### config.mk
export PLATFORM = sky130hd
export DESIGN_NAME = vector_field_normalizer
export DESIGN_NICKNAME = d
export VERILOG_FILES = /design/src/sv/vfn_pkg.sv /design/src/sv/vfn_cs_unit.sv /design/src/sv/vector_field_normalizer.sv
export SDC_FILE = /design/constraint.sdc
export NUM_CORES = 1
export LEC_CHECK = 0
export BUFFER_PORTS_ARGS = -buffer_cell sky130_fd_sc_hd__buf_2
export CAP_MARGIN = 0
export CORE_UTILIZATION = 29
export DETAILED_ROUTE_END_ITERATION = 8
export GPL_ROUTABILITY_DRIVEN = 0
export MAX_ROUTING_LAYER = met4
export PLACE_DENSITY_LB_ADDON = 0.2
export SLEW_MARGIN = 40
export SYNTH_ARGS = -nofsm -noshare
export SYNTH_HDL_FRONTEND = slang
export SYNTH_HIERARCHICAL = 1
export SYNTH_SLANG_ARGS = --single-unit
### constraint.sdc
create_clock -name clk -period 13.26 [get_ports clk]
set_input_delay 2.652 -clock clk [delete_from_list [all_inputs] [get_ports clk]]
set_output_delay 2.652 -clock clk [all_outputs]
set_load 0.1 [all_outputs]
### src/sv/vfn_pkg.sv
`default_nettype none
package vfn_pkg;

  localparam int CompW  = 16;
  localparam int SumW   = 32;
  localparam int RemW   = 18;
  localparam int QHalf  = 32768;

  // Control beat from the sequencer to the shared compare-subtract unit
  typedef struct packed {
    logic load;       // start a new root or quotient
    logic step;       // one result bit
    logic sqrt_mode;  // 1: square root, 0: division
  } vfn_ctl_t;

endpackage
`default_nettype wire

### src/sv/vfn_cs_unit.sv
`default_nettype none
// Shared compare-subtract unit: one root bit or one quotient bit per step.
module vfn_cs_unit (
  input  wire logic                    clk,
  input  wire vfn_pkg::vfn_ctl_t       ctl,
  input  wire logic [vfn_pkg::SumW-1:0]  sum,
  input  wire logic [vfn_pkg::CompW-1:0] div_hi,
  input  wire logic [vfn_pkg::CompW-1:0] divisor,
  output logic      [vfn_pkg::CompW-1:0] q,
  output logic                         rem_nz
);
  import vfn_pkg::*;

  logic [RemW-1:0] rem;
  logic [SumW-1:0] src;
  logic [RemW:0]   shifted;
  logic [RemW:0]   trial;
  logic [RemW+1:0] diff;
  logic            ge;

  always_comb begin
    if (ctl.sqrt_mode) begin
      shifted = {rem[RemW-2:0], src[SumW-1:SumW-2]};
      trial   = {1'b0, q, 2'b01};
    end else begin
      shifted = {rem, 1'b0};
      trial   = {{(RemW+1-CompW){1'b0}}, divisor};
    end
    diff = {1'b0, shifted} - {1'b0, trial};
    ge   = !diff[RemW+1];
  end

  always_ff @(posedge clk) begin
    if (ctl.load) begin
      q   <= '0;
      src <= sum;
      rem <= ctl.sqrt_mode ? '0 : {{(RemW-CompW){1'b0}}, div_hi};
    end else if (ctl.step) begin
      q   <= {q[CompW-2:0], ge};
      src <= {src[SumW-3:0], 2'b00};
      rem <= ge ? diff[RemW-1:0] : shifted[RemW-1:0];
    end
  end

  assign rem_nz = (rem != '0);

endmodule
`default_nettype wire

### src/sv/vector_field_normalizer.sv
`default_nettype none
// Vector magnitude measure and normalize block. Each input beat carries one
// vector (signed 16-bit x, y, z) and a command, and yields exactly one output
// beat. A measure beat (cmd 0) computes the floor magnitude and folds it into
// the stored maximum and minimum (first_vector restarts both). A normalize
// beat (cmd 1) returns magnitude/peak and c/(2*peak)+0.5 per component as
// unsigned Q0.16, clamped; with a zero peak it flags zero_peak and returns
// 0 and 32768. The root and the quotients run through one compare-subtract
// unit, one result bit per cycle, under a small sequencer, so the block takes
// one beat at a time: in_stall is high from acceptance until the result is
// handed to the output register. A measure beat squares and accumulates x, y
// and z, loads the sum into the unit, takes 16 root steps, takes the magnitude
// and extremes, and hands off; the idle state then takes the next beat. A
// normalize beat with a nonzero peak runs, before the handoff, the magnitude
// quotient (16 steps) and one quotient per component (15 steps each); a
// quotient that saturates skips its steps. A stalled output holds the handoff
// while the output register is full. The output register lets the next beat
// start while a result still waits.
module vector_field_normalizer (
  input  wire logic                           clk,
  input  wire logic                           rst,
  input  wire logic                           in_valid,
  output logic                                in_stall,
  input  wire logic                           cmd,
  input  wire logic                           first_vector,
  input  wire logic signed [vfn_pkg::CompW-1:0] comp_x,
  input  wire logic signed [vfn_pkg::CompW-1:0] comp_y,
  input  wire logic signed [vfn_pkg::CompW-1:0] comp_z,
  output logic                                out_valid,
  input  wire logic                           out_stall,
  output logic [vfn_pkg::CompW-1:0]           magnitude,
  output logic [vfn_pkg::CompW-1:0]           norm_magnitude,
  output logic [vfn_pkg::CompW-1:0]           norm_x,
  output logic [vfn_pkg::CompW-1:0]           norm_y,
  output logic [vfn_pkg::CompW-1:0]           norm_z,
  output logic [vfn_pkg::CompW-1:0]           peak_magnitude,
  output logic [vfn_pkg::CompW-1:0]           least_magnitude,
  output logic                                zero_peak
);
  import vfn_pkg::*;

  // sequencer states
  localparam logic [2:0] S_IDLE  = 3'd0;
  localparam logic [2:0] S_SQ    = 3'd1;  // square and accumulate x, y, z
  localparam logic [2:0] S_ROOT  = 3'd2;  // 16 root steps
  localparam logic [2:0] S_MAG   = 3'd3;  // take magnitude, update extremes
  localparam logic [2:0] S_DLOAD = 3'd4;  // set up one quotient or saturate
  localparam logic [2:0] S_DIV   = 3'd5;  // quotient steps
  localparam logic [2:0] S_DRES  = 3'd6;  // fold quotient into result
  localparam logic [2:0] S_FIN   = 3'd7;  // hand result to output register

  localparam logic [3:0] MagSteps  = 4'd15;  // last step index, 16 bits
  localparam logic [3:0] CompSteps = 4'd14;  // last step index, 15 bits
  localparam logic [CompW-1:0] HalfQ = CompW'(QHalf);
  localparam logic [CompW-1:0] AllOnes = '1;

  logic [2:0] state;
  logic [3:0] cnt;
  logic [1:0] job;     // 0: magnitude, 1..3: x, y, z
  logic [1:0] sq_idx;

  // captured beat
  logic                    cmd_r;
  logic                    first_r;
  logic signed [CompW-1:0] comp [3];

  logic [SumW-1:0]  sum;
  logic [CompW-1:0] mag;
  logic [CompW-1:0] res [4];
  logic             zp;

  logic [CompW-1:0] peak_store;
  logic [CompW-1:0] least_store;

  // square of the selected component
  logic signed [CompW-1:0] sq_sel;
  logic signed [SumW-1:0]  prod;

  // current quotient job
  logic signed [CompW-1:0] job_comp;
  logic                    job_neg;
  logic [CompW-1:0]        hi;
  logic                    hi_sat;
  logic [CompW:0]          neg_res;

  vfn_ctl_t         ctl;
  logic [CompW-1:0] uq;
  logic             urem_nz;

  vfn_cs_unit u_cs (
    .clk     (clk),
    .ctl     (ctl),
    .sum     (sum),
    .div_hi  (hi),
    .divisor (peak_store),
    .q       (uq),
    .rem_nz  (urem_nz)
  );

  assign in_stall = (state != S_IDLE);

  always_comb begin
    sq_sel   = comp[sq_idx];
    prod     = sq_sel * sq_sel;
    job_comp = comp[2'(job - 2'd1)];
    job_neg  = (job != 2'd0) && job_comp[CompW-1];
    if (job == 2'd0) begin
      hi = mag;
    end else if (job_neg) begin
      hi = CompW'(-job_comp);  // -(-32768) wraps to 32768, right as unsigned
    end else begin
      hi = job_comp;
    end
    hi_sat  = (hi >= peak_store);
    // 32768 - ceil(|c| * 32768 / peak), never negative when not saturated
    neg_res = {1'b0, HalfQ} - {2'b00, uq[CompW-2:0]} - {{CompW{1'b0}}, urem_nz};

    ctl.load      = 1'b0;
    ctl.step      = 1'b0;
    ctl.sqrt_mode = (state == S_SQ) || (state == S_ROOT);
    case (state)
      S_SQ: begin
        ctl.load = (sq_idx == 2'd3);
      end
      S_ROOT: begin
        ctl.step = 1'b1;
      end
      S_DLOAD: begin
        ctl.load = !hi_sat;
      end
      S_DIV: begin
        ctl.step = 1'b1;
      end
      default: begin
      end
    endcase
  end

  // sequencer and working registers
  always_ff @(posedge clk) begin
    if (rst) begin
      state       <= S_IDLE;
      cnt         <= '0;
      job         <= '0;
      sq_idx      <= '0;
      peak_store  <= '0;
      least_store <= '1;
      out_valid   <= 1'b0;
    end else begin
      // a handoff in S_FIN refills the output register in the same cycle
      if (out_valid && !out_stall && (state != S_FIN)) begin
        out_valid <= 1'b0;
      end
      case (state)
        S_IDLE: begin
          if (in_valid) begin
            cmd_r   <= cmd;
            first_r <= first_vector;
            comp[0] <= comp_x;
            comp[1] <= comp_y;
            comp[2] <= comp_z;
            sum     <= '0;
            sq_idx  <= '0;
            state   <= S_SQ;
          end
        end
        S_SQ: begin
          // the unit loads the finished sum once all three squares are accumulated
          if (sq_idx == 2'd3) begin
            cnt   <= '0;
            state <= S_ROOT;
          end else begin
            sum    <= sum + SumW'($unsigned(prod));
            sq_idx <= sq_idx + 2'd1;
          end
        end
        S_ROOT: begin
          cnt <= cnt + 4'd1;
          if (cnt == MagSteps) begin
            state <= S_MAG;
          end
        end
        S_MAG: begin
          mag    <= uq;
          res[0] <= '0;
          res[1] <= '0;
          res[2] <= '0;
          res[3] <= '0;
          zp     <= 1'b0;
          job    <= '0;
          if (!cmd_r) begin
            if (first_r) begin
              peak_store  <= uq;
              least_store <= uq;
            end else begin
              if (uq > peak_store) peak_store <= uq;
              if (uq < least_store) least_store <= uq;
            end
            state <= S_FIN;
          end else if (peak_store == '0) begin
            zp     <= 1'b1;
            res[1] <= HalfQ;
            res[2] <= HalfQ;
            res[3] <= HalfQ;
            state  <= S_FIN;
          end else begin
            state <= S_DLOAD;
          end
        end
        S_DLOAD: begin
          cnt <= '0;
          if (hi_sat) begin
            res[job] <= job_neg ? '0 : AllOnes;
            job      <= job + 2'd1;
            state    <= (job == 2'd3) ? S_FIN : S_DLOAD;
          end else begin
            state <= S_DIV;
          end
        end
        S_DIV: begin
          cnt <= cnt + 4'd1;
          if (cnt == ((job == 2'd0) ? MagSteps : CompSteps)) begin
            state <= S_DRES;
          end
        end
        S_DRES: begin
          if (job == 2'd0) begin
            res[0] <= uq;
          end else if (job_neg) begin
            res[job] <= neg_res[CompW-1:0];
          end else begin
            res[job] <= {1'b1, uq[CompW-2:0]};
          end
          job   <= job + 2'd1;
          state <= (job == 2'd3) ? S_FIN : S_DLOAD;
        end
        S_FIN: begin
          if (!out_valid || !out_stall) begin
            out_valid <= 1'b1;
            state     <= S_IDLE;
          end
        end
        default: begin
          state <= S_IDLE;
        end
      endcase
    end
  end

  // output register, loaded as the result leaves the sequencer
  always_ff @(posedge clk) begin
    if ((state == S_FIN) && (!out_valid || !out_stall)) begin
      magnitude       <= mag;
      norm_magnitude  <= res[0];
      norm_x          <= res[1];
      norm_y          <= res[2];
      norm_z          <= res[3];
      peak_magnitude  <= peak_store;
      least_magnitude <= least_store;
      zero_peak       <= zp;
    end
  end

endmodule
`default_nettype wire

==> flow_summary.yaml, run 1 <==
yosys:
  netlist.top_cell.by_area: "edfxtp_1"
  ys_ff_latch: 388
  syn-cell-area_um2: 28300
  synthTopCellsByArea: "edfxtp_1 (35%), fa_1 (19%), ha_1 (8.3%), inv_1 (5.7%), dfxtp_1 (4.4%)"
  syn_inst: 2605
  synthFlopType: "edfxtp_1"
  async_reset_ff_frac: 0
  synth_nets: 3116
  avgSynthCellArea_um2: 10.9
  yosysWarnings: 6
  seq_area_frac_synth: 0.389
  synth_enable_flop_cells: 326
  yosys.area.top_type_share: 0.346
  ys_types: 89
timing:
  timing.final.ws_setup_ps: 5090
  slew_headroom: 0.419
  setup_viol: 0
  tightest_slew_ps: 862
  period_share: 0.616
  finalCriticalPeriod_ps: 8170
  final.setup.tns_ps: 0
  slew_viol_final: 0
  skew_ps: 32.3
  hold_violations: 0
  rsz0062_at_grt: "false"
  fmax_mhz: 122
critical_path:
  cp.arrival_ps: 8530
  slowest_delay_ps: 620
  crit_path_max_fanout: 16
  worstPathRequired_ps: 13610
  startpoint_type: "flip-flop"
  crit_path_top_delay_cell: "a2111oi_1"
  critical_path_class: "reg -> reg"
  critPathCaptureType: "flip-flop"
worst_hold_path:
  hp-class: "reg -> reg"
placed_design:
  port_buffers: 168
  post-place-ws_ps: 4890
  detailed_place_hpwl_mm: 62.8
layout:
  layout_commonest_cell: "inv_1"
  final_nets: 3273
  layout_common_cells: "inv_1 (428), edfxtp_1 (326), fa_1 (267)"
  syn2layout_area_growth_pct: 13.7
  drive_gt1_frac: 0.134
clock_tree:
  insertion_delay_ps: 630
  cts_tree: "built"
  post_cts_resize_count: 0
  cts_root_buffer: "clkbuf_16"
  htree_num_levels: 2
  post_cts_buffers: 0
  path_clk_slew_ps: 60
  cts.sinks: 388
  numCtsBuffers: 48
  ctsHoldBuffers: 0
  cts_buffer_depth: 3
global_routing:
  grt_max_degree: 76
  antenna_found_initial: 8
  gr-total-overflow: 0
  grt_usage: 0.169
  first_global_vias: 20400
  grt_pass1_wl_mm: 123
route:
  avgRoutedWirePerCell_um: 19.5
  num_vias: 19500
  dr_wl_met3_mm: 4.33
  final_antenna_net_count: 0
  avgViaCountPerCell: 4.78
  m1WireLength_mm: 35.0
  highest_layer: "met4"
  drt_iter0_drc: 1252
  wirelength_mm: 79.5
  drc: 0
  dr.pass1.iters: 5
  met2WireLength_mm: 38.5
die:
  start_util: 0.293
  die_x_um: 315
  core_area_um2: 96700
  num_rows: 114
  die_h_um: 315
  ios: 169
  die-area_um2: 98900
run_status:
  status: "finished, final reports clean"
run:
  cap_violations: 0
[path summary, 6_finish.rpt]
kind	endpoint	startpoint	slack [ps]	cells past startpoint
setup / recovery	sum[31]$_SDFFCE_PN0P_	flip-flop	5090	25
hold / removal	norm_magnitude[11]$_DFFE_PP_	res[0][11]$_DFFE_PP_	420	0
setup reg to reg	sum[31]$_SDFFCE_PN0P_	flip-flop	5090	25
hold reg to reg	norm_magnitude[11]$_DFFE_PP_	res[0][11]$_DFFE_PP_	420	0
[metal layers]
layer  track usage  up-vias
met1         0.218     9758
li1              -     9114
met5             -        -
met4        0.0396        0
met2         0.278      536
met3        0.0242       89
[synthesized netlist by cell type, types with 18 or more instances]
master	n
inv_1	429
edfxtp_1	326
fa_1	268
nor2_1	221
nand2_1	212
ha_1	189
a21oi_1	107
o21ai_0	78
mux2i_1	73
clkbuf_1	63
dfxtp_1	62
mux2_2	60
a21o_1	47
xnor2_1	44
o21a_1	39
nand3_1	33
nor3_1	30
xor2_1	28
o211ai_1	23
a31oi_1	19
and3_1	18
[kinds of logic after synthesis]
family,Yosys count,share of synthesized area
and+or+nand+nor,607,0.0948
AOI/OAI and AO/OA,414,0.0981
adders and majority gates,457,0.273
muxes,134,0.0501
buffers and inverters,533,0.0725
xor gates and xnor gates,72,0.0223
DFF,388,0.389
[metrics by stage]
step	std cells	utilization	area [µm²]	hold WS [ps]
2_1_floorplan	2605	-	28300	400
3_3_place_gp	3986	0.317	30700	404
3_5_place_dp	3988	0.318	30700	405
4_1_cts	4074	0.333	32200	418
5_1_grt	4076	0.333	32200	424
6_report	4080	0.333	32200	416
[flip-flops by register name, indices dropped and copies added, names as in the netlist, 18 cells and up, named ones only]
signal    flops
u_cs/src     32
sum          32
res          64
comp         48
u_cs/rem     18
[worst max-delay path, delay by kind of cell, from the launching register on]
kind,cells,cell delay [ps]
XOR/XNOR,1,170
AND/OR/NAND/NOR,4,860
flip-flops,1,310
AO/OA/AOI/OAI,4,1880
multiplexers,1,150
buffers and inverters,8,1210
adder cells (fa/ha/maj),7,3290
[layout make-up]
cell class,instances,area [µm²]
Fill cell,9742,64500
Multi-Input combinational cell,1684,15300
Sequential cell,388,11000
Inverter,437,1640
Tap cell,1276,1600
Clock buffer,58,1260
Timing Repair Buffer,203,1110
Clock inverter,28,213
Antenna cell,6,15.0
Power of run 1 is not shown: default switching activity piles up to over one toggle a cycle in this logic, so the estimate is an artifact.
==> run 2: changes to the inputs <==
--- a/config.mk
+++ b/config.mk
@@ -5,6 +5,7 @@
 export SDC_FILE = /design/constraint.sdc
 export NUM_CORES = 1
 export LEC_CHECK = 0
+export ABC_AREA = 1
 export BUFFER_PORTS_ARGS = -buffer_cell sky130_fd_sc_hd__buf_2
 export CAP_MARGIN = 0
 export CORE_UTILIZATION = 29
==> constraint.sdc (replaced) <==
create_clock -name clk -period 8.35 [get_ports clk]
set_input_delay 1.67 -clock clk [delete_from_list [all_inputs] [get_ports clk]]
set_output_delay 1.67 -clock clk [all_outputs]
set_load 0.1 [all_outputs]
==> flow_summary.yaml, run 2 <==
critical_path:
  crit_path_max_fanout: 18
  worstPathRequired_ps: 8680
  crit_chain: "inv_1 -> o211ai_1 -> o21ai_1 -> inv_1 -> nor2_1 -> fa_2 -> inv_1 -> fa_1 -> inv_1 -> fa_1 -> inv_1 -> fa_1 -> fa_1 -> fa_1 -> inv_1 -> ha_1 -> nand2_1 -> nor2_1 -> nand2_1 -> o311ai_0 -> nand2_1 -> nand2_1 -> nor2_1"
  critPathBufInv: 6
  critPathCaptureType: "flip-flop"
  cp.arrival_ps: 7980
  critical_path_class: "reg -> reg"
  crit_family: "adder cells"
  slowest_delay_ps: 670
  cpMostUsedCell: "inv_1"
  startpoint_type: "flip-flop"
  worst-r2r-setup-slack_ps: 700
  crit_path_top_delay_cell: "fa_2"
yosys:
  synth_enable_flop_cells: 326
  synthFlopType: "edfxtp_1"
  ys_ff_latch: 388
  yosysWarnings: 6
  avgSynthCellArea_um2: 8.99
  async_reset_ff_frac: 0
  ys_types: 56
  ys_top_cells_by_count: "nand2_1 (718), inv_1 (644), edfxtp_1 (326)"
  netlist.top_cell.by_area: "edfxtp_1"
  synth_nets: 3788
  syn-cell-area_um2: 29500
  synthTopCellsByArea: "edfxtp_1 (33%), fa_1 (18%), nand2_1 (9.1%), inv_1 (8.2%), ha_1 (8.0%)"
  syn_inst: 3277
  seq_area_frac_synth: 0.374
  yosys.area.top_type_share: 0.332
  yosysMostFrequentCell: "nand2_1"
global_routing:
  grt_usage: 0.175
  grt_pass1_wl_mm: 134
  gr-total-overflow: 0
  first_global_vias: 22700
  grt_max_degree: 62
  antenna_found_initial: 4
route:
  final_antenna_net_count: 0
  drc: 0
  avgRoutedWirePerCell_um: 17.6
  avgViaCountPerCell: 4.53
  num_vias: 21900
  dr.pass1.iters: 5
  drt_iter0_drc: 1388
  wirelength_mm: 85.5
clock_tree:
  cts.sinks: 388
  cts_tree: "built"
  ctsHoldBuffers: 0
  post_cts_buffers: 0
  cts_buffer_depth: 3
  post_cts_resize_count: 0
  htree_num_levels: 2
  insertion_delay_ps: 600
  numCtsBuffers: 45
  path_clk_slew_ps: 60
  cts_root_buffer: "clkbuf_16"
timing:
  final.setup.tns_ps: 0
  fmax_mhz: 131
  slew_viol_final: 0
  slew_headroom: 0.424
  tightest_slew_ps: 854
  setup_viol: 0
  hold_violations: 0
  period_share: 0.916
  finalCriticalPeriod_ps: 7650
  rsz0062_at_grt: "false"
  whs_ps: 415
  skew_ps: 37.5
layout:
  stdcell_area_um2: 33600
  layout_commonest_cell: "nand2_1"
  reg_top3: "res x64, comp x48"
  syn2layout_area_growth_pct: 13.9
  final_nets: 3961
  regMostFlops: "res"
  largest_reg_flops: 64
  finish.utilization: 0.334
  drive_gt1_frac: 0.110
  layout_common_cells: "nand2_1 (715), inv_1 (644), edfxtp_1 (326)"
placed_design:
  port_buffers: 168
  detailed_place_hpwl_mm: 68.5
  dpl_cell_area_um2: 31900
die:
  die_h_um: 321
  die-area_um2: 103000
  num_rows: 116
  ios: 169
  start_util: 0.293
  core_area_um2: 100000
  die_x_um: 321
run_status:
  status: "finished, final reports clean"
run:
  cap_violations: 0
worst_hold_path:
  hp-class: "reg -> reg"
run 2: cell count changes in the layout (fill, tap and decap cells not counted), moves of 25 or more:
cell / previous run / this run
nor2_1: 219 / 294
a21o_1: 47 / 8
a21oi_1: 104 / 133
mux2_2: 60 / 1
nand3_1: 33 / 153
xnor2_1: 44 / 19
nand2_1: 212 / 715
inv_1: 428 / 644
mux2i_1: 73 / 1
o21a_1: 38 / 7
o21ai_0: 68 / 115
run 2: final timing paths:
kind / depth (start not counted) / start / endpoint
min reg2reg: 0 / res[1][7]$_SDFFCE_PN0P_ / norm_x[7]$_DFFE_PP_
min: 0 / res[1][7]$_SDFFCE_PN0P_ / norm_x[7]$_DFFE_PP_
max reg2reg: 23 / flip-flop / sum[21]$_SDFFCE_PN0P_
max: 23 / flip-flop / sum[21]$_SDFFCE_PN0P_
run 2: metal layers:
layer / vias to the layer above / global-route usage / wire [µm]
met2: 467 / 0.303 / 43000
met1: 10600 / 0.213 / 36400
li1: 10800 / - / -
met4: 0 / 0.0508 / 2570
met5: - / - / 0
met3: 124 / 0.0211 / 3500
run 2: cells by family (layout without fill, tap and decap cells):
| logic type | count (synthesis) | after routing | share of synthesized area |
|---|---|---|---|
| mux | 2 | 2 | 0.000722 |
| fa+ha+maj | 457 | 457 | 0.262 |
| buf+inv | 740 | 949 | 0.0995 |
| flops | 388 | 388 | 0.374 |
| xor+xnor | 29 | 29 | 0.00862 |
| simple gates | 1294 | 1294 | 0.184 |
| other cells | 0 | 1 | 0 |
| compound gates | 367 | 367 | 0.0701 |
run 2: cell type report:
class | instances | area [µm²]
diodes | 1 | 2.50
clock inverters | 34 | 509
well taps | 1357 | 1700
clock buffers | 49 | 1170
multi-input cells | 2149 | 15600
inverters | 665 | 2500
flip-flops and latches | 388 | 11000
fillers | 10600 | 66900
repair buffers | 201 | 1090
run 2: metrics by stage:
step	std cells	setup slack (ps)
after global placement	4760	895
after global routing	4844	176
after CTS	4843	809
final	4844	701
after floorplan	3277	694
after detailed placement	4760	849
Power of run 2 is left out for the same reason.
